## config.mk

```make
export PLATFORM = sky130hd
export DESIGN_NAME = iirdf_ctrl
export DESIGN_NICKNAME = d
export VERILOG_FILES = /design/src/rtl/core/iirdf_pkg.sv /design/src/rtl/core/iirdf_ctrl.sv
export SDC_FILE = /design/constraint.sdc
export NUM_CORES = 1
export LEC_CHECK = 0
export ABC_CLOCK_PERIOD_IN_PS = 2300
export BUFFER_PORTS_ARGS = -buffer_cell sky130_fd_sc_hd__buf_2
export CAP_MARGIN = 30
export CORE_MARGIN = 2
export CORE_UTILIZATION = 33
export CTS_BUF_LIST = sky130_fd_sc_hd__clkbuf_4 sky130_fd_sc_hd__clkbuf_8
export DETAILED_ROUTE_END_ITERATION = 6
export GPL_TIMING_DRIVEN = 0
export MAX_ROUTING_LAYER = met4
export PLACE_DENSITY = 0.57
export SKIP_CTS_REPAIR_TIMING = 1
export SLEW_MARGIN = 20
export SYNTH_ARGS = -nofsm -noshare
export SYNTH_HDL_FRONTEND = slang
export SYNTH_SLANG_ARGS = --single-unit
```

## constraint.sdc

```tcl
create_clock -name clk -period 2.3 [get_ports clk]
set_input_delay 0.46 -clock clk [delete_from_list [all_inputs] [get_ports clk]]
set_output_delay 0.46 -clock clk [all_outputs]
set_load 0.02 [all_outputs]
```

## src/rtl/core/iirdf_pkg.sv

```systemverilog
// Types, codes and helper functions of the multichannel DF2T IIR filter unit.
// No dependencies; used by every module of the block.
package iirdf_pkg;

  localparam int MAX_TAPS   = 8;
  localparam int NUM_SLOTS  = 64;
  localparam int COEF_DEPTH = NUM_SLOTS * MAX_TAPS;
  localparam int HIST_DEPTH = NUM_SLOTS * (MAX_TAPS - 1);

  localparam logic [1:0] FUNC_COEF_WR = 2'd0;
  localparam logic [1:0] FUNC_HIST_WR = 2'd1;
  localparam logic [1:0] FUNC_FILTER  = 2'd2;
  localparam logic [1:0] FUNC_HIST_RD = 2'd3;

  localparam logic RESULT_FILTER = 1'b0;
  localparam logic RESULT_HIST   = 1'b1;

  localparam logic CFG_TAP_COUNT = 1'b0;
  localparam logic CFG_SHARED    = 1'b1;

  localparam logic [2:0] LAST_TAP = 3'd7;

  typedef struct packed {
    logic [1:0]         func;
    logic [5:0]         slot;
    logic [2:0]         tap;
    logic               coef_kind;
    logic signed [47:0] word;
    logic signed [15:0] sample;
  } req_t;

  typedef struct packed {
    logic               result_kind;
    logic signed [15:0] out_sample;
    logic signed [47:0] history_word;
    logic               saturated;
  } rsp_t;

  typedef struct packed {
    logic       clr;
    logic [8:0] clr_addr;
    logic       rd;
    logic       hrd;
    logic       mul;
    logic       acc;
    logic       put;
    logic [2:0] k;
  } cmd_t;

  typedef struct packed {
    logic [3:0] taps;
    logic       out_free;
  } stat_t;

  function automatic logic [8:0] hist_addr(input logic [5:0] slot, input logic [2:0] pos);
    logic [8:0] s9;
    logic [2:0] p;
    s9 = {3'b000, slot};
    p  = (pos == LAST_TAP) ? 3'd0 : pos;
    return (s9 << 3) - s9 + {6'b000000, p};
  endfunction

  // {clipped, value}
  function automatic logic [48:0] sat_hist(input logic signed [59:0] v);
    logic [48:0] r;
    if (v[59:47] == {13{v[47]}}) r = {1'b0, v[47:0]};
    else if (v[59]) r = {1'b1, 1'b1, 47'd0};
    else r = {1'b1, 1'b0, {47{1'b1}}};
    return r;
  endfunction

  function automatic logic [16:0] sat_out(input logic signed [25:0] v);
    logic [16:0] r;
    if (v[25:15] == {11{v[15]}}) r = {1'b0, v[15:0]};
    else if (v[25]) r = {1'b1, 1'b1, 15'd0};
    else r = {1'b1, 1'b0, {15{1'b1}}};
    return r;
  endfunction

endpackage

```

## src/rtl/core/iirdf_ctrl.sv

```systemverilog
// Sequencer of the IIR filter unit: history clear after reset, per-tap passes, history reads.
// Depends on iirdf_pkg; drives the datapath through iirdf_pkg::cmd_t.
module iirdf_ctrl (
  input  logic               clk,
  input  logic               rst,
  input  logic               req_valid,
  input  logic [1:0]         req_func,
  input  iirdf_pkg::stat_t   stat,
  output logic               req_stall,
  output iirdf_pkg::cmd_t    cmd
);

  localparam logic [2:0] S_CLEAR = 3'd0;
  localparam logic [2:0] S_IDLE  = 3'd1;
  localparam logic [2:0] S_READ  = 3'd2;
  localparam logic [2:0] S_MUL   = 3'd3;
  localparam logic [2:0] S_ACC   = 3'd4;
  localparam logic [2:0] S_HREAD = 3'd5;
  localparam logic [2:0] S_PUT   = 3'd6;

  logic [2:0] state, state_next;
  logic [2:0] k, k_next;
  logic [8:0] clr_cnt, clr_cnt_next;

  always_comb begin
    state_next   = state;
    k_next       = k;
    clr_cnt_next = clr_cnt;
    req_stall    = 1'b1;
    cmd          = '0;
    cmd.k        = k;
    cmd.clr_addr = clr_cnt;
    unique case (state)
      S_CLEAR: begin
        cmd.clr      = 1'b1;
        clr_cnt_next = clr_cnt + 9'd1;
        if (clr_cnt == 9'(iirdf_pkg::HIST_DEPTH - 1)) state_next = S_IDLE;
      end
      S_IDLE: begin
        req_stall = 1'b0;
        k_next    = 3'd0;
        if (req_valid) begin
          if (req_func == iirdf_pkg::FUNC_FILTER) state_next = S_READ;
          else if (req_func == iirdf_pkg::FUNC_HIST_RD) state_next = S_HREAD;
        end
      end
      S_READ: begin
        cmd.rd     = 1'b1;
        state_next = S_MUL;
      end
      S_MUL: begin
        cmd.mul    = 1'b1;
        state_next = S_ACC;
      end
      S_ACC: begin
        cmd.acc = 1'b1;
        // one pass per tap; the last pass retires the sample
        if ({1'b0, k} + 4'd1 >= stat.taps) state_next = S_PUT;
        else begin
          k_next     = k + 3'd1;
          state_next = S_READ;
        end
      end
      S_HREAD: begin
        cmd.hrd    = 1'b1;
        state_next = S_PUT;
      end
      S_PUT: begin
        if (stat.out_free) begin
          cmd.put    = 1'b1;
          state_next = S_IDLE;
        end
      end
      default: state_next = S_IDLE;
    endcase
  end

  always_ff @(posedge clk) begin
    if (rst) begin
      state   <= S_CLEAR;
      k       <= 3'd0;
      clr_cnt <= 9'd0;
    end else begin
      state   <= state_next;
      k       <= k_next;
      clr_cnt <= clr_cnt_next;
    end
  end

endmodule

```

==> impl_metrics.yaml <==
timing:
  fmaxAchievable_mhz: 487.5
  final.setup.tns_ns: 0
  rsz0062_at_grt: "no"
  relSlewSlack: 0.6675
  maxSlewViolCount: 0
  post-route-min-period_ns: 2.051
  fin_worst_skew_ns: 0.004593
  finalHoldViolations: 0
  setup_viol: 0
  period_share: 0.8919
  tightest_slew_ns: 0.4987
final_layout:
  drive_above_1_share: 0.2847
  areaGrowthSynthToFinish_pct: 21.20
  diodes: 0
  final_area_um2: 1166
  nNetsFinal: 161
worst_setup_path:
  timing.critical_path.buf_inv: 3
  reg2reg_depth: 5
  cp_max_fo: 10
  critPathLaunchType: "register"
  reg2reg_setup_slack_ns: 0.26
  cpPeakStageDelay_ns: 0.41
  worstSetupPathType: "reg -> out"
  worstPathRequired_ns: 1.84
  cp_top_family: "buffers and inverters"
  crit_chain: "clkbuf_1 > nor3b_1 > inv_1 > buf_2"
  rr_startpoint: "k[0]"
  crit_arrival_ns: 1.59
  cp_slowest_cell: "nor3b_1"
  crit_path_end_kind: "output port"
  rr_endpoint: "k[0]"
synth:
  synth_cell_types: 33
  synth_nets: 129
  synth_area_um2: 962.2
  ys_ff_latch: 15
  synth_area_leaders: "dfxtp_1 (31%), ha_1 (7.8%), nor4_4 (6.6%)"
  syn-instance-count: 113
  synth-main-ff-cell: "dfxtp_1"
  yosys.area.top_type_share: 0.3121
  yosysWarnings: 0
  syn_avg_cell_area_um2: 8.515
  synthArstFlopShare: 0
  yosys.area.top_type: "dfxtp_1"
  synth-edff-count: 0
  yosysSeqAreaShare: 0.3121
die:
  coreArea_um2: 2758
  ios: 29
  fp-row-count: 19
  dieArea_um2: 3363
  die_x_um: 58.00
  start_util: 0.3489
  die_h_um: 58.00
detailed_routing:
  routedWlPerCell_um: 11.27
  wirelength_mm: 1.973
  drc: 0
  via_per_inst: 4.869
  dr_total_vias: 852
  drtIter0Drc: 12
  drt.antenna.violating_nets: 0
  dr.pass1.iters: 3
clock_tree:
  clkTransAtPathRegs_ns: 0.10
  cts_htree_levels: 1
  cts_buffers: 3
  cts.path.max_buffers: 2
  cts_tree: "done"
  root_buffer: "clkbuf_4"
  clk_latency_ns: 0.29
  cts_sinks: 15
status:
  status: "finished, final reports clean"
place:
  post-dp-hpwl_mm: 1.536
  placed_area_um2: 1136
  portBuffers: 27
  gp_congestion: 0.7764
global_route:
  grt-busiest-layer: "met2"
  grt_pass1_wl_mm: 3.367
  grt_util_met3: 0.02679
  grt_use_total: 0.1312
  met1_usage: 0.1632
  overflow: 0
  antenna_found_initial: 0
  grt_max_degree: 11
  grtUsageMet2: 0.2094
  grt_pass1_vias: 806
job:
  maxCapViolations: 0
power_and_ir_drop:
  vdd_drop_max_mv: 0.2855
  p_per_area_nw_per_um2: 405.1
  power_leakage_uw: 0.0005043
worst_hold_path:
  min-delay-start: "k[1]"
  whs_path_depth: 2
  min_to: "k[1]"
  hp-class: "reg -> reg"
==> layout make-up <==
| class | count | area [um^2] |
|---|---|---|
| Buffer | 6 | 30.03 |
| Clock buffer | 3 | 22.52 |
| Clock inverter | 1 | 7.507 |
| Fill cell | 299 | 1592 |
| Inverter | 7 | 26.28 |
| Multi-Input combinational cell | 85 | 605.6 |
| Sequential cell | 15 | 300.3 |
| Tap cell | 31 | 38.79 |
| Timing Repair Buffer | 27 | 135.1 |
==> logic make-up after synthesis <==
logic type / synth area share
AND/OR/NAND/NOR: 0.3264
adder cells (fa/ha/maj): 0.07802
XOR/XNOR: 0.07282
multiplexers: 0.04291
flip-flops: 0.3121
buffers and inverters: 0.05851
AO/OA/AOI/OAI: 0.1092
==> layout by cell type (no fill, tap or decap), types with 3 or more instances in the layout <==
master / synthesis / routed
buf_2: 0 / 27
dfxtp_1: 15 / 15
nor2_1: 12 / 12
nand2_1: 12 / 12
a21oi_1: 8 / 8
inv_1: 7 / 7
nand2b_1: 6 / 6
ha_1: 6 / 6
xnor2_1: 5 / 5
clkbuf_1: 4 / 4
xor2_1: 3 / 3
nor3b_1: 3 / 3
nand3_1: 3 / 3
nor4_4: 3 / 3
mux2i_1: 3 / 3
clkbuf_4: 0 / 3
==> worst min-delay path, delay by kind of cell (launching register included) <==
family        cells  cell delay, ns
flops             1            0.35
mux               1            0.05
simple gates      1            0.06
==> per-stage QoR <==
stage	total power (uW)	util	hold WS (ns)	worst slack (ns)	cells
2_1_floorplan	304.1	-	0.5530	0.2387	113
3_3_place_gp	319.9	0.4120	0.4867	0.2401	171
3_5_place_dp	321.2	0.4120	0.4906	0.2128	171
4_1_cts	481.6	0.4229	0.5053	0.2309	175
5_1_grt	498.8	0.4229	0.5380	0.07307	175
6_report	472.4	0.4229	0.5027	0.2486	175
==> sequential cells by signal, summed over array words and instances, names as in the netlist <==
name and count:
clr_cnt 9, k 3, state 3
==> synth_stat cells (2+ instances only) <==
| cell | instances |
|---|---|
| a21oi_1 | 8 |
| and3b_1 | 2 |
| clkbuf_1 | 4 |
| dfxtp_1 | 15 |
| ha_1 | 6 |
| inv_1 | 7 |
| mux2i_1 | 3 |
| nand2_1 | 12 |
| nand2b_1 | 6 |
| nand3_1 | 3 |
| nor2_1 | 12 |
| nor3_1 | 2 |
| nor3b_1 | 3 |
| nor4_4 | 3 |
| o21ai_0 | 2 |
| or3_1 | 2 |
| xnor2_1 | 5 |
| xor2_1 | 3 |
==> how the worst max path moves through the flow <==
stage,to,slack (ns),cells after the start,startpoint
after global placement,k[0],0.24,6,stat[1]
final,req_stall,0.25,4,state[0]
after CTS,req_stall,0.23,4,state[0]
after global routing,req_stall,0.07,4,state[0]
after floorplan,k[0],0.24,5,k[0]
after detailed placement,k[0],0.21,6,stat[1]
==> layer usage <==
metal,vias to the layer above,wire length (um),share of wire
li1,452,-,-
met1,383,916,0.46
met2,17,973,0.49
met3,0,84,0.043
met4,0,0,0
met5,-,0,0
==> where the power goes <==
part / total [uW] / internal, uW / switching (uW)
combinational: 44.1 / 18.9 / 25.2
sequential: 271 / 264 / 6.20
clock: 158 / 66.0 / 91.8
Note: power is estimated with default switching activity, not from simulation.
